**config.mk**
```make
export PLATFORM = sky130hd
export DESIGN_NAME = dqotf_back
export DESIGN_NICKNAME = d
export VERILOG_FILES = /design/src/rtl/dqotf_pkg.sv /design/src/rtl/dqotf_back.sv
export SDC_FILE = /design/constraint.sdc
export NUM_CORES = 1
export LEC_CHECK = 0
export BUFFER_PORTS_ARGS = -buffer_cell sky130_fd_sc_hd__buf_4
export CAP_MARGIN = 20
export CORE_MARGIN = 2
export CORE_UTILIZATION = 38
export DETAILED_ROUTE_END_ITERATION = 8
export GPL_ROUTABILITY_DRIVEN = 0
export PLACE_DENSITY = 0.66
export RECOVER_POWER = 50
export SYNTH_ARGS = -nofsm -noshare
export SYNTH_HDL_FRONTEND = slang
export SYNTH_SLANG_ARGS = --single-unit
```
**constraint.sdc**
```tcl
create_clock -name aclk -period 2.3 [get_ports aclk]
set_clock_uncertainty 0.05 [all_clocks]
set_input_delay 0.345 -clock aclk [delete_from_list [all_inputs] [get_ports aclk]]
set_output_delay 0.345 -clock aclk [all_outputs]
set_load 0.01 [all_outputs]
```
**src/rtl/dqotf_pkg.sv**
```systemverilog
// Shared constants, types and tables of the on-off-keyed tone framer.
`default_nettype none

package dqotf_pkg;

    // Sizing of the datagram ring and of the tone.
    localparam int DATAGRAM_BYTES  = 32;
    localparam int QUEUE_DEPTH     = 32;
    localparam int SAMPLES_PER_BIT = 16;
    localparam int MAX_SYNC_BYTES  = 8;

    // Fixed field widths of the ports.
    localparam int IN_TDATA_W  = 8;
    localparam int OUT_TDATA_W = 24;
    localparam int SAMPLE_W    = 16;
    localparam int QCOUNT_W    = 6;
    localparam int SYNC_W      = 64;
    localparam int SLEN_W      = 4;
    localparam int TCPB_W      = 4;
    localparam int CFG_IDX_W   = 2;

    // Derived widths.
    localparam int PTR_W    = $clog2(2 * QUEUE_DEPTH);
    localparam int PTR_W1   = PTR_W + 1;
    localparam int SLOT_W   = $clog2(QUEUE_DEPTH);
    localparam int FILL_W   = (DATAGRAM_BYTES > 1) ? $clog2(DATAGRAM_BYTES) : 1;
    localparam int RAM_DEPTH = QUEUE_DEPTH * DATAGRAM_BYTES;
    localparam int ADDR_W   = $clog2(RAM_DEPTH);
    localparam int FPOS_W   = $clog2(MAX_SYNC_BYTES + DATAGRAM_BYTES);
    localparam int TOT_W    = $clog2(MAX_SYNC_BYTES + DATAGRAM_BYTES + 1);
    localparam int SP_W     = $clog2(SAMPLES_PER_BIT);
    localparam int PHASE_W  = $clog2(SAMPLES_PER_BIT);
    localparam int PHASE_W1 = PHASE_W + 1;

    // Depth of the queue between the front and the back (a power of two).
    localparam int QUEUE_SLOTS = 4;
    localparam int QP_W        = $clog2(QUEUE_SLOTS);
    localparam int LVL_W       = $clog2(QUEUE_SLOTS + 1);

    // Sized constants.
    localparam logic [PTR_W:0]      RING_SPAN  = PTR_W1'(2 * QUEUE_DEPTH);
    localparam logic [PTR_W-1:0]    PTR_LAST   = PTR_W'(2 * QUEUE_DEPTH - 1);
    localparam logic [PTR_W-1:0]    PTR_HALF   = PTR_W'(QUEUE_DEPTH);
    localparam logic [FILL_W-1:0]   FILL_LAST  = FILL_W'(DATAGRAM_BYTES - 1);
    localparam logic [ADDR_W-1:0]   DB_ADDR    = ADDR_W'(DATAGRAM_BYTES);
    localparam logic [TOT_W-1:0]    DB_TOT     = TOT_W'(DATAGRAM_BYTES);
    localparam logic [SLEN_W-1:0]   SYNC_MAX   = SLEN_W'(MAX_SYNC_BYTES);
    localparam logic [SP_W-1:0]     SP_LAST    = SP_W'(SAMPLES_PER_BIT - 1);
    localparam logic [PHASE_W:0]    PHASE_SPAN = PHASE_W1'(SAMPLES_PER_BIT);
    localparam logic [LVL_W-1:0]    SLOTS_LVL  = LVL_W'(QUEUE_SLOTS);
    localparam logic [2:0]          BIT_FIRST  = 3'd7;
    localparam logic [SLEN_W-1:0]   SYNC_LEN_RESET = 4'd2;

    // Command codes carried in s_tuser.
    localparam logic CMD_WRITE = 1'b0;
    localparam logic CMD_TICK  = 1'b1;

    // Configuration register indexes.
    localparam logic [CFG_IDX_W-1:0] CFG_SYNC_PATTERN = 2'd0;
    localparam logic [CFG_IDX_W-1:0] CFG_SYNC_LENGTH  = 2'd1;
    localparam logic [CFG_IDX_W-1:0] CFG_TONE_CYCLES  = 2'd2;

    // One classified item on its way from the front to the back.
    typedef struct packed {
        logic                tone_on;
        logic [PHASE_W-1:0]  phase;
        logic                frame_end;
        logic                write_ok;
        logic [QCOUNT_W-1:0] queue_count;
    } entry_t;

    typedef logic [SAMPLE_W-1:0] sine_table_t [SAMPLES_PER_BIT];
    typedef logic [PHASE_W-1:0]  step_table_t [2**TCPB_W];

    // Q1.15 sine of phase p out of SAMPLES_PER_BIT, by a quarter-wave polynomial.
    function automatic logic [SAMPLE_W-1:0] sine_q15(input int unsigned p);
        longint unsigned a;
        longint unsigned q;
        longint unsigned r;
        longint unsigned z2;
        longint unsigned t;
        longint unsigned y;
        a = ((longint'(p) * 65536 + SAMPLES_PER_BIT / 2) / SAMPLES_PER_BIT) & 64'hFFFF;
        q = a >> 14;
        r = a & 64'd16383;
        if ((q & 64'd1) != 0) begin
            r = 64'd16384 - r;
        end
        z2 = (r * r) >> 14;
        t  = 64'd21024 - ((64'd2320 * z2) >> 14);
        t  = 64'd51472 - ((t * z2) >> 14);
        y  = (t * r) >> 14;
        if (y > 64'd32767) begin
            y = 64'd32767;
        end
        if (q >= 2) begin
            return SAMPLE_W'((64'd65536 - y) & 64'hFFFF);
        end
        return SAMPLE_W'(y);
    endfunction

    function automatic sine_table_t build_sine_table();
        sine_table_t tbl;
        for (int i = 0; i < SAMPLES_PER_BIT; i++) begin
            tbl[i] = sine_q15(i);
        end
        return tbl;
    endfunction

    // Phase step per sample for each register value, reduced into one bit period.
    function automatic step_table_t build_step_table();
        step_table_t tbl;
        for (int i = 0; i < 2**TCPB_W; i++) begin
            tbl[i] = PHASE_W'(i % SAMPLES_PER_BIT);
        end
        return tbl;
    endfunction

    localparam sine_table_t SINE_TABLE      = build_sine_table();
    localparam step_table_t TONE_STEP_TABLE = build_step_table();

endpackage

`default_nettype wire

```
**src/rtl/dqotf_back.sv**
```systemverilog
// Back end: turns queued items into output beats through an output register.
`default_nettype none

module dqotf_back (
    input  logic                                aclk,
    input  logic                                aresetn,
    input  logic                                pop_valid,
    output logic                                pop_ready,
    input  dqotf_pkg::entry_t                   pop_entry,
    output logic                                m_tvalid,
    input  logic                                m_tready,
    output logic [dqotf_pkg::OUT_TDATA_W-1:0]   m_tdata,
    output logic                                m_tlast
);

    import dqotf_pkg::*;

    logic                   out_valid_reg;
    logic [OUT_TDATA_W-1:0] out_tdata_reg;
    logic                   out_tlast_reg;
    logic [SAMPLE_W-1:0]    sample;
    logic                   load;

    // Tone sample for a one bit, silence otherwise.
    assign sample    = pop_entry.tone_on ? SINE_TABLE[pop_entry.phase] : '0;
    assign pop_ready = !out_valid_reg || m_tready;
    assign load      = pop_valid && pop_ready;

    always_ff @(posedge aclk) begin
        if (!aresetn) begin
            out_valid_reg <= 1'b0;
        end else if (load) begin
            out_valid_reg <= 1'b1;
        end else if (m_tready) begin
            out_valid_reg <= 1'b0;
        end
    end

    // Output payload, packed from the lowest bit up.
    always_ff @(posedge aclk) begin
        if (load) begin
            out_tdata_reg <= {1'b0, pop_entry.queue_count, pop_entry.write_ok, sample};
            out_tlast_reg <= pop_entry.frame_end;
        end
    end

    assign m_tvalid = out_valid_reg;
    assign m_tdata  = out_tdata_reg;
    assign m_tlast  = out_tlast_reg;

endmodule

`default_nettype wire

```
==> out/results.ini <==
[layout]
final_nets=146
area_growth_pct=27.5
final_cell_mix=buf_4, edfxtp_1, clkbuf_4, clkbuf_1
layout_commonest_cell=buf_4
stdcell_area_mm2=0.00133
drive_gt1_frac=0.331
multi_input_area_um2=347
num-fill-cells=237
regArea_um2=621
n_antenna_cell=0

[sta]
max_freq_mhz=626
whs_ps=198
fin_crit_sh=0.694
rsz0062_at_grt=false
hold_viol_final=0
slew_viol_final=0
setup-violations-final=0
setup_tns_ps=0
period_needed_ps=1600

[yosys]
synth_edf_count=20
ys.flop_type=edfxtp_1
avgSynthCellArea_um2=12.9
syn-num-nets=105
ys_ff_latch=21
synth_area_mm2=0.00104
async_flop_share=0
ys_warn_count=0
ys_types=29
syn-instance-count=81
synth-seq-area-share=0.594

[routing]
route.detailed.drc=0
drtIter0Drc=13
wl_met3_um=153
routed_via_density=4.68
totalWireLength_um=1740
dr.pass1.iters=2
vias=711
wl_met2_um=779
final_antenna_net_count=0
routedWlPerCell_um=11.4
highest_layer=met4
met1_length_um=788

[clock_tree]
numCtsBuffers=3
cts_setup_buffers=0
cts_resized=0
path_clk_slew_ps=100
clk_path_buf_depth=2
cts_tree=built
numClockSinks=21
cts-root-buf=clkbuf_4
htreeDepth=1
clk_latency_ps=280
hold_buffers=0

[worst_setup_path]
cp-start-kind=input port
worst-path-max-fanout=8
slowest_delay_ps=350
crit_slowest_cell=ha_1
path_cells=clkbuf_1, inv_1, ha_1, and2b_1, nor3_2, nor3_1
required_ps=2290
end_kind=register
crit_type=in2reg
crit_arrival_ps=1590

[global_route]
grt_pass1_wl_um=2950
antenna_found_initial=0
grt_pass1_vias=655
gr-total-overflow=0
grt_usage=0.120
grt_max_degree=21

[run_status]
outcome=finished, final reports clean

[floorplan]
dieArea_mm2=0.00318
start_util=0.389
row_count=19
die_w_um=56.4
io_pins=44
die_h_um=56.4
fp.coreArea_mm2=0.00269

[power]
ir_drop_mv=0.300
power_w=0.000758
p_leak_nw=0.566
power.density_mw_per_mm2=569

[worst_hold_path]
holdCritPathClass=in2reg

[place]
dp_hpwl_um=1380
port-buffer-count=42
place_area_mm2=0.00135

[run]
cap_violations=0

## registers in the layout, indices dropped and copies added, names as in the netlist
name and cells:
m_tdata 19, m_tvalid 1, m_tlast 1
## Yosys cell counts, types with 2 or more instances
| master | n | area (um2) |
|---|---|---|
| ha_1 | 7 | 87.6 |
| nand2_1 | 6 | 22.5 |
| edfxtp_1 | 20 | 601 |
| mux2i_1 | 3 | 30.0 |
| inv_1 | 4 | 15.0 |
| o22ai_1 | 2 | 12.5 |
| nand2b_1 | 3 | 18.8 |
| buf_4 | 6 | 45.0 |
| nor2_1 | 7 | 26.3 |
| o21ai_1 | 4 | 20.0 |
## final timing paths
check	from	end	slack [ps]	cells past startpoint
worst max-delay path	pop_entry[8]	m_tdata[5]$_SDFFCE_PN0P_	700	6
worst min-delay path	pop_entry[1]	m_tdata[18]$_DFFE_PP_	200	1
worst max register to register	m_tvalid$_SDFFE_PN0P_	m_tdata[10]$_SDFFCE_PN0P_	1130	3
worst min register to register	m_tvalid$_SDFFE_PN0P_	m_tvalid$_SDFFE_PN0P_	500	2
## cell families (layout without fill, tap and decap cells)
family | count (synthesis) | in the layout | synth area share
buffers and inverters | 11 | 51 | 0.0683
adders and majority gates | 7 | 7 | 0.0838
and+or+nand+nor | 24 | 24 | 0.121
DFF | 21 | 21 | 0.594
other | 1 | 1 | 0.00359
AOI/OAI and AO/OA | 13 | 13 | 0.0898
muxes | 4 | 4 | 0.0395
## layout make-up
| cell class | count | area share |
|---|---|---|
| Inverter | 4 | 0.0113 |
| Sequential cell | 21 | 0.466 |
| Timing Repair Buffer | 43 | 0.214 |
| Multi-Input combinational cell | 49 | 0.260 |
| Tap cell | 31 | 0.0291 |
| Clock buffer | 4 | 0.0197 |
## metal layers
metal	vias up	track usage
li1	363	-
met1	312	0.141
met2	34	0.194
met3	2	0.0323
met4	0	0.0714
met5	-	0
## critical path, delay by kind of cell
| family | cells | cell delay [ps] |
|---|---|---|
| buf+inv | 2 | 460 |
| fa+ha+maj | 1 | 350 |
| simple gates | 3 | 440 |
## report_power, final
group	switching (W)	leakage (nW)	internal, W
clock	0.0000932	0.0150	0.0000673
combinational	0.0000738	0.345	0.0000668
sequential	0.00000739	0.206	0.000449
total	0.000174	0.566	0.000583
## stage by stage
step	setup WS (ps)	util	cells
after global routing	623	0.496	152
after global placement	683	0.503	148
final	704	0.496	152
after floorplan	803	-	81
after CTS	953	0.512	152
after detailed placement	625	0.503	148
No activity file was read; power rests on OpenSTA's default activity.
