## src/rtl/dqotf_pkg.sv

```systemverilog
// Shared constants, types and tables of the on-off-keyed tone framer.
`default_nettype none

package dqotf_pkg;

    // Sizing of the datagram ring and of the tone.
    localparam int DATAGRAM_BYTES  = 32;
    localparam int QUEUE_DEPTH     = 32;
    localparam int SAMPLES_PER_BIT = 16;
    localparam int MAX_SYNC_BYTES  = 8;

    // Fixed field widths of the ports.
    localparam int IN_TDATA_W  = 8;
    localparam int OUT_TDATA_W = 24;
    localparam int SAMPLE_W    = 16;
    localparam int QCOUNT_W    = 6;
    localparam int SYNC_W      = 64;
    localparam int SLEN_W      = 4;
    localparam int TCPB_W      = 4;
    localparam int CFG_IDX_W   = 2;

    // Derived widths.
    localparam int PTR_W    = $clog2(2 * QUEUE_DEPTH);
    localparam int PTR_W1   = PTR_W + 1;
    localparam int SLOT_W   = $clog2(QUEUE_DEPTH);
    localparam int FILL_W   = (DATAGRAM_BYTES > 1) ? $clog2(DATAGRAM_BYTES) : 1;
    localparam int RAM_DEPTH = QUEUE_DEPTH * DATAGRAM_BYTES;
    localparam int ADDR_W   = $clog2(RAM_DEPTH);
    localparam int FPOS_W   = $clog2(MAX_SYNC_BYTES + DATAGRAM_BYTES);
    localparam int TOT_W    = $clog2(MAX_SYNC_BYTES + DATAGRAM_BYTES + 1);
    localparam int SP_W     = $clog2(SAMPLES_PER_BIT);
    localparam int PHASE_W  = $clog2(SAMPLES_PER_BIT);
    localparam int PHASE_W1 = PHASE_W + 1;

    // Depth of the queue between the front and the back (a power of two).
    localparam int QUEUE_SLOTS = 4;
    localparam int QP_W        = $clog2(QUEUE_SLOTS);
    localparam int LVL_W       = $clog2(QUEUE_SLOTS + 1);

    // Sized constants.
    localparam logic [PTR_W:0]      RING_SPAN  = PTR_W1'(2 * QUEUE_DEPTH);
    localparam logic [PTR_W-1:0]    PTR_LAST   = PTR_W'(2 * QUEUE_DEPTH - 1);
    localparam logic [PTR_W-1:0]    PTR_HALF   = PTR_W'(QUEUE_DEPTH);
    localparam logic [FILL_W-1:0]   FILL_LAST  = FILL_W'(DATAGRAM_BYTES - 1);
    localparam logic [ADDR_W-1:0]   DB_ADDR    = ADDR_W'(DATAGRAM_BYTES);
    localparam logic [TOT_W-1:0]    DB_TOT     = TOT_W'(DATAGRAM_BYTES);
    localparam logic [SLEN_W-1:0]   SYNC_MAX   = SLEN_W'(MAX_SYNC_BYTES);
    localparam logic [SP_W-1:0]     SP_LAST    = SP_W'(SAMPLES_PER_BIT - 1);
    localparam logic [PHASE_W:0]    PHASE_SPAN = PHASE_W1'(SAMPLES_PER_BIT);
    localparam logic [LVL_W-1:0]    SLOTS_LVL  = LVL_W'(QUEUE_SLOTS);
    localparam logic [2:0]          BIT_FIRST  = 3'd7;
    localparam logic [SLEN_W-1:0]   SYNC_LEN_RESET = 4'd2;

    // Command codes carried in s_tuser.
    localparam logic CMD_WRITE = 1'b0;
    localparam logic CMD_TICK  = 1'b1;

    // Configuration register indexes.
    localparam logic [CFG_IDX_W-1:0] CFG_SYNC_PATTERN = 2'd0;
    localparam logic [CFG_IDX_W-1:0] CFG_SYNC_LENGTH  = 2'd1;
    localparam logic [CFG_IDX_W-1:0] CFG_TONE_CYCLES  = 2'd2;

    // One classified item on its way from the front to the back.
    typedef struct packed {
        logic                tone_on;
        logic [PHASE_W-1:0]  phase;
        logic                frame_end;
        logic                write_ok;
        logic [QCOUNT_W-1:0] queue_count;
    } entry_t;

    typedef logic [SAMPLE_W-1:0] sine_table_t [SAMPLES_PER_BIT];
    typedef logic [PHASE_W-1:0]  step_table_t [2**TCPB_W];

    // Q1.15 sine of phase p out of SAMPLES_PER_BIT, by a quarter-wave polynomial.
    function automatic logic [SAMPLE_W-1:0] sine_q15(input int unsigned p);
        longint unsigned a;
        longint unsigned q;
        longint unsigned r;
        longint unsigned z2;
        longint unsigned t;
        longint unsigned y;
        a = ((longint'(p) * 65536 + SAMPLES_PER_BIT / 2) / SAMPLES_PER_BIT) & 64'hFFFF;
        q = a >> 14;
        r = a & 64'd16383;
        if ((q & 64'd1) != 0) begin
            r = 64'd16384 - r;
        end
        z2 = (r * r) >> 14;
        t  = 64'd21024 - ((64'd2320 * z2) >> 14);
        t  = 64'd51472 - ((t * z2) >> 14);
        y  = (t * r) >> 14;
        if (y > 64'd32767) begin
            y = 64'd32767;
        end
        if (q >= 2) begin
            return SAMPLE_W'((64'd65536 - y) & 64'hFFFF);
        end
        return SAMPLE_W'(y);
    endfunction

    function automatic sine_table_t build_sine_table();
        sine_table_t tbl;
        for (int i = 0; i < SAMPLES_PER_BIT; i++) begin
            tbl[i] = sine_q15(i);
        end
        return tbl;
    endfunction

    // Phase step per sample for each register value, reduced into one bit period.
    function automatic step_table_t build_step_table();
        step_table_t tbl;
        for (int i = 0; i < 2**TCPB_W; i++) begin
            tbl[i] = PHASE_W'(i % SAMPLES_PER_BIT);
        end
        return tbl;
    endfunction

    localparam sine_table_t SINE_TABLE      = build_sine_table();
    localparam step_table_t TONE_STEP_TABLE = build_step_table();

endpackage

`default_nettype wire

```

## src/rtl/dqotf_queue.sv

```systemverilog
// Short queue of classified items between the front and the back.
`default_nettype none

module dqotf_queue (
    input  logic                        aclk,
    input  logic                        aresetn,
    input  logic                        push_valid,
    input  dqotf_pkg::entry_t           push_entry,
    output logic                        pop_valid,
    input  logic                        pop_ready,
    output dqotf_pkg::entry_t           pop_entry,
    output logic [dqotf_pkg::LVL_W-1:0] level
);

    import dqotf_pkg::*;

    entry_t            slots [QUEUE_SLOTS];
    logic [QP_W-1:0]   wr_ptr_reg, wr_ptr_next;
    logic [QP_W-1:0]   rd_ptr_reg, rd_ptr_next;
    logic [LVL_W-1:0]  level_reg, level_next;
    logic              pop;

    assign pop_valid = (level_reg != '0);
    assign pop       = pop_valid && pop_ready;
    assign pop_entry = slots[rd_ptr_reg];
    assign level     = level_reg;

    // Pointer and fill level updates; the depth is a power of two so pointers wrap freely.
    always_comb begin
        wr_ptr_next = push_valid ? wr_ptr_reg + 1'b1 : wr_ptr_reg;
        rd_ptr_next = pop ? rd_ptr_reg + 1'b1 : rd_ptr_reg;
        level_next  = level_reg + {{(LVL_W-1){1'b0}}, push_valid}
                                - {{(LVL_W-1){1'b0}}, pop};
    end

    always_ff @(posedge aclk) begin
        if (!aresetn) begin
            wr_ptr_reg <= '0;
            rd_ptr_reg <= '0;
            level_reg  <= '0;
        end else begin
            wr_ptr_reg <= wr_ptr_next;
            rd_ptr_reg <= rd_ptr_next;
            level_reg  <= level_next;
        end
    end

    // Entry storage.
    always_ff @(posedge aclk) begin
        if (push_valid) begin
            slots[wr_ptr_reg] <= push_entry;
        end
    end

endmodule

`default_nettype wire

```

## config.mk

```make
export PLATFORM = sky130hd
export DESIGN_NAME = dqotf_queue
export DESIGN_NICKNAME = d
export VERILOG_FILES = /design/src/rtl/dqotf_pkg.sv /design/src/rtl/dqotf_queue.sv
export SDC_FILE = /design/constraint.sdc
export NUM_CORES = 1
export LEC_CHECK = 0
export ABC_AREA = 1
export BUFFER_PORTS_ARGS = -buffer_cell sky130_fd_sc_hd__buf_2
export CAP_MARGIN = 20
export CORE_MARGIN = 1
export CORE_UTILIZATION = 30
export DETAILED_ROUTE_END_ITERATION = 7
export GPL_ROUTABILITY_DRIVEN = 0
export GPL_TIMING_DRIVEN = 1
export HOLD_SLACK_MARGIN = 0.15
export MAX_ROUTING_LAYER = met4
export PLACE_DENSITY_LB_ADDON = 0.15
export SETUP_SLACK_MARGIN = 0.2
export SYNTH_ARGS = -nofsm -noshare
export SYNTH_HDL_FRONTEND = slang
export SYNTH_SLANG_ARGS = --single-unit
```

## constraint.sdc

```tcl
create_clock -name aclk -period 2.3 [get_ports aclk]
set_input_delay 0.23 -clock aclk [delete_from_list [all_inputs] [get_ports aclk]]
set_output_delay 0.23 -clock aclk [all_outputs]
set_load 0.1 [all_outputs]
```

==> parameters.txt <==
Parameter                              Value

Setup path
  Element type at the critical path end    output port
  Slowest library cell on the worst path    sky130_fd_sc_hd__dfxtp_1
  Arrival time at the worst endpoint    1600 ps
  Top delay family on crit path    buffers and inverters
  CP bufs+invs    3
  Startpoint types    register
  Type of the worst setup path    register to output port
  Critical path required time    2070 ps
  Worst-path fanout max    27
  Largest stage delay on the critical path    300 ps
  Ordered cell list for the critical path    buf_4 -> inv_8 -> o21ai_0 -> o22ai_2 -> buf_12

GRT
  Antenna violations before repair    0
  GR Overflow Total    0
  Tot GR Track Use    0.1308
  First-pass GRT wire length    7.859 mm
  Via count of the first global-routing pass    1586
  Pin count of the biggest net entering global routing    28

Pwr
  Proportion of power drawn by flip-flops and latches    0.312
  Reported net switching power    1.809 mW
  Internal power consumption    2.464 mW
  Worst vdd ir    0.9210 mV
  Power density cells    1306 nW/um2
  Switching power share of the total    0.4234
  Static leakage power    1.257 nW
  Combinational cell fraction of total power    0.458
  Total design power    4.273 mW
  Clock group share of total power    0.230

Detailed routing
  1st-pass router iterations    4
  Routed length on met1    2.092 mm
  Wire per inst    13.61 um
  Met3 Wirelength    208 um
  Overall routed net length    4.682 mm
  DR vias    1540
  DRC violations left    0
  Drt first-iter violations    47
  Remaining antenna violation count after routing    0
  Uppermost layer routed    met4
  Routed wire length on met2    2.342 mm
  Post-detailed-route via-to-cell ratio    4.477

Finish
  Proportion of layout cells with a drive suffix above 1    0.2934
  Area occupied by multi-input gates    623.1 um2
  Flip-flop count of the largest register after layout    52
  N_diodes    0
  Register area    1747 um2
  Post-layout net count    261
  Filler cell count    742
  Area Overhead vs Synth    34.45%

Logic synthesis
  Area fraction in compound gates after synthesis    0.1059
  Number of enable flip-flop cells after synthesis    52
  Number of different library cells in the post-synthesis netlist    23
  Primary flip-flop cell chosen by synthesis mapping    sky130_fd_sc_hd__edfxtp_1
  Adder and majority cell fraction of the synthesized area    0.03907
  Cell types with the largest area share after synthesis    sky130_fd_sc_hd__edfxtp_1 64%, sky130_fd_sc_hd__dfxtp_1 7.4%, sky130_fd_sc_hd__nor2_1 4.3%, sky130_fd_sc_hd__o21ai_0 4.3%, sky130_fd_sc_hd__o22ai_1 3.3%
  Syn Area/Cell    13.08 um2
  Area share of the leading cell type in the synthesized netlist    0.6416
  Commonest cells in the netlist    52 x sky130_fd_sc_hd__edfxtp_1, 28 x sky130_fd_sc_hd__nor2_1, 21 x sky130_fd_sc_hd__o21ai_0
  Area of the mapped netlist    2434 um2
  Post-Syn Nets    210
  Cell type with the highest aggregate area in the netlist    sky130_fd_sc_hd__edfxtp_1
  Most frequent cell after synthesis    sky130_fd_sc_hd__edfxtp_1
  Post-synth ARST share    0
  Number of standard cells after synthesis    186
  Multiplexer share of the synthesized area    0
  Dominant combinational cell family by area after synthesis    compound AO/OA/AOI/OAI gates
  Synthesized-area fraction occupied by and/or/nand/nor cells    0.07763
  Sequential share of the synthesized area    0.7157
  Register bit total from synthesis    61
  Number of warnings reported in the yosys synthesis log    0
  Xor/xnor share of the synthesized area    0

Placement
  Number of port buffers    33
  HPWL after detailed placement    2.832 mm

Floorplanning
  Total I/O pin count    34
  Row count    32
  Die boundary height    92.07 um
  Die outline area    8476 um2
  Core footprint    7767 um2
  Die Wd    92.07 um
  Starting Density    0.3133

Clocking
  Post CTS Setup Buffer Count    0
  Worst-skew pair later-pin latency    330 ps
  CTS sink count    61
  Clock-pin slew reported for the worst setup and hold paths after clock tree synthesis    60 ps
  Number of levels the H-tree was split into    3
  Clock Tree Root    sky130_fd_sc_hd__clkbuf_8
  TritonCTS clock tree    done
  Num CTS Buffers    9
  Max clock buf depth    2

Timing
  Number of max-slew violations in the final report    0
  Accumulated negative setup slack    0 ps
  Count of endpoints failing setup in the final report    0
  Highest clock frequency the design can meet    0.5458 GHz
  Final worst-path cycle share    0.7966
  Shortest period the worst path allows    1832 ps
  Final hold violation count    0
  Worst-margin pin slew    643.4 ps
  Unrepaired setup endpoints after global routing    false
  Worst Skew    7.530 ps
  Relative slew slack    0.5706

Worst hold path
  Class of the worst hold path    input pin to register

Status
  Outcome    finished clean

Job
  Number of maximum-capacitance violations    0
-- timing repair --
item,in CTS,in global routing
setup endpoints to repair,0,7
hold buffers,13,0
hold endpoints to repair,52,0
resized for setup,0,1
-- routing by layer --
layer,track usage,vias up
li1,-,764
met1,0.1455,736
met2,0.2127,35
met3,0.05224,5
met4,0.04688,0
met5,-,-
-- worst paths after layout --
kind | start | depth (start not counted) | endpoint | slack [ps]
worst max-delay path | register | 5 | pop_entry[0] | 470
worst max register to register | level[1] | 8 | level[2] | 530
worst min register to register | rd_ptr_reg[0] | 2 | rd_ptr_reg[0] | 480
worst min-delay path | aresetn | 3 | level[1] | 170
-- logic make-up after synthesis --
| kind of cell | count (synthesis) |
|---|---|
| AOI/OAI and AO/OA | 47 |
| adders and majority gates | 7 |
| buffers and inverters | 24 |
| DFF | 61 |
| and+or+nand+nor | 47 |
-- layout by cell type (no fill, tap or decap), drive strengths merged --
| master | n |
|---|---|
| clkinv | 4 |
| o22ai | 13 |
| a21boi | 1 |
| nand2 | 14 |
| clkbuf | 10 |
| fa | 1 |
| buf | 34 |
| dfxtp | 9 |
| ha | 6 |
| inv | 17 |
| o21ai | 28 |
| nor2 | 31 |
| bufinv | 2 |
| nand3 | 2 |
| dlygate4sd3 | 13 |
| a21oi | 5 |
| edfxtp | 52 |
-- area by class of cell --
| class | instances | area share |
|---|---|---|
| clock buffer | 10 | 0.03901 |
| clock inverter | 6 | 0.02371 |
| multi-input combinational | 101 | 0.1904 |
| inverter | 17 | 0.02180 |
| sequential | 61 | 0.5338 |
| timing repair buffer | 47 | 0.1522 |
| tap | 102 | 0.03901 |
-- worst reg2reg max path: cells and delay by family, from the launching register on --
| family | cells | cell delay (ps) |
|---|---|---|
| DFF | 1 | 340 |
| and+or+nand+nor | 2 | 220 |
| buffers and inverters | 1 | 40 |
| adders and majority gates | 3 | 840 |
| AOI/OAI and AO/OA | 2 | 240 |
-- power by group through the flow --
| stage | sequential (mW) | combinational (mW) | clock, mW |
|---|---|---|---|
| after floorplan | 1.50 | 1.29 | 0 |
| after global placement | 1.35 | 1.95 | 0 |
| after detailed placement | 1.36 | 1.96 | 0 |
| after CTS | 1.33 | 1.98 | 1.01 |
| after global routing | 1.34 | 2.06 | 1.06 |
| final | 1.33 | 1.96 | 0.983 |
-- stage by stage --
step	instance area (um2)	setup slack [ps]	util	hold WS, ps	cells
6_report	3272	467.9	0.4212	171.7	344
5_1_grt	3272	302.0	0.4212	164.3	344
4_1_cts	3271	293.1	0.4211	150.8	344
3_5_place_dp	2935	542.9	0.3779	455.5	315
3_3_place_gp	2935	577.0	0.3779	452.5	315
2_1_floorplan	2519	277.8	-	323.4	186
No activity file was read; power rests on OpenSTA's default activity.
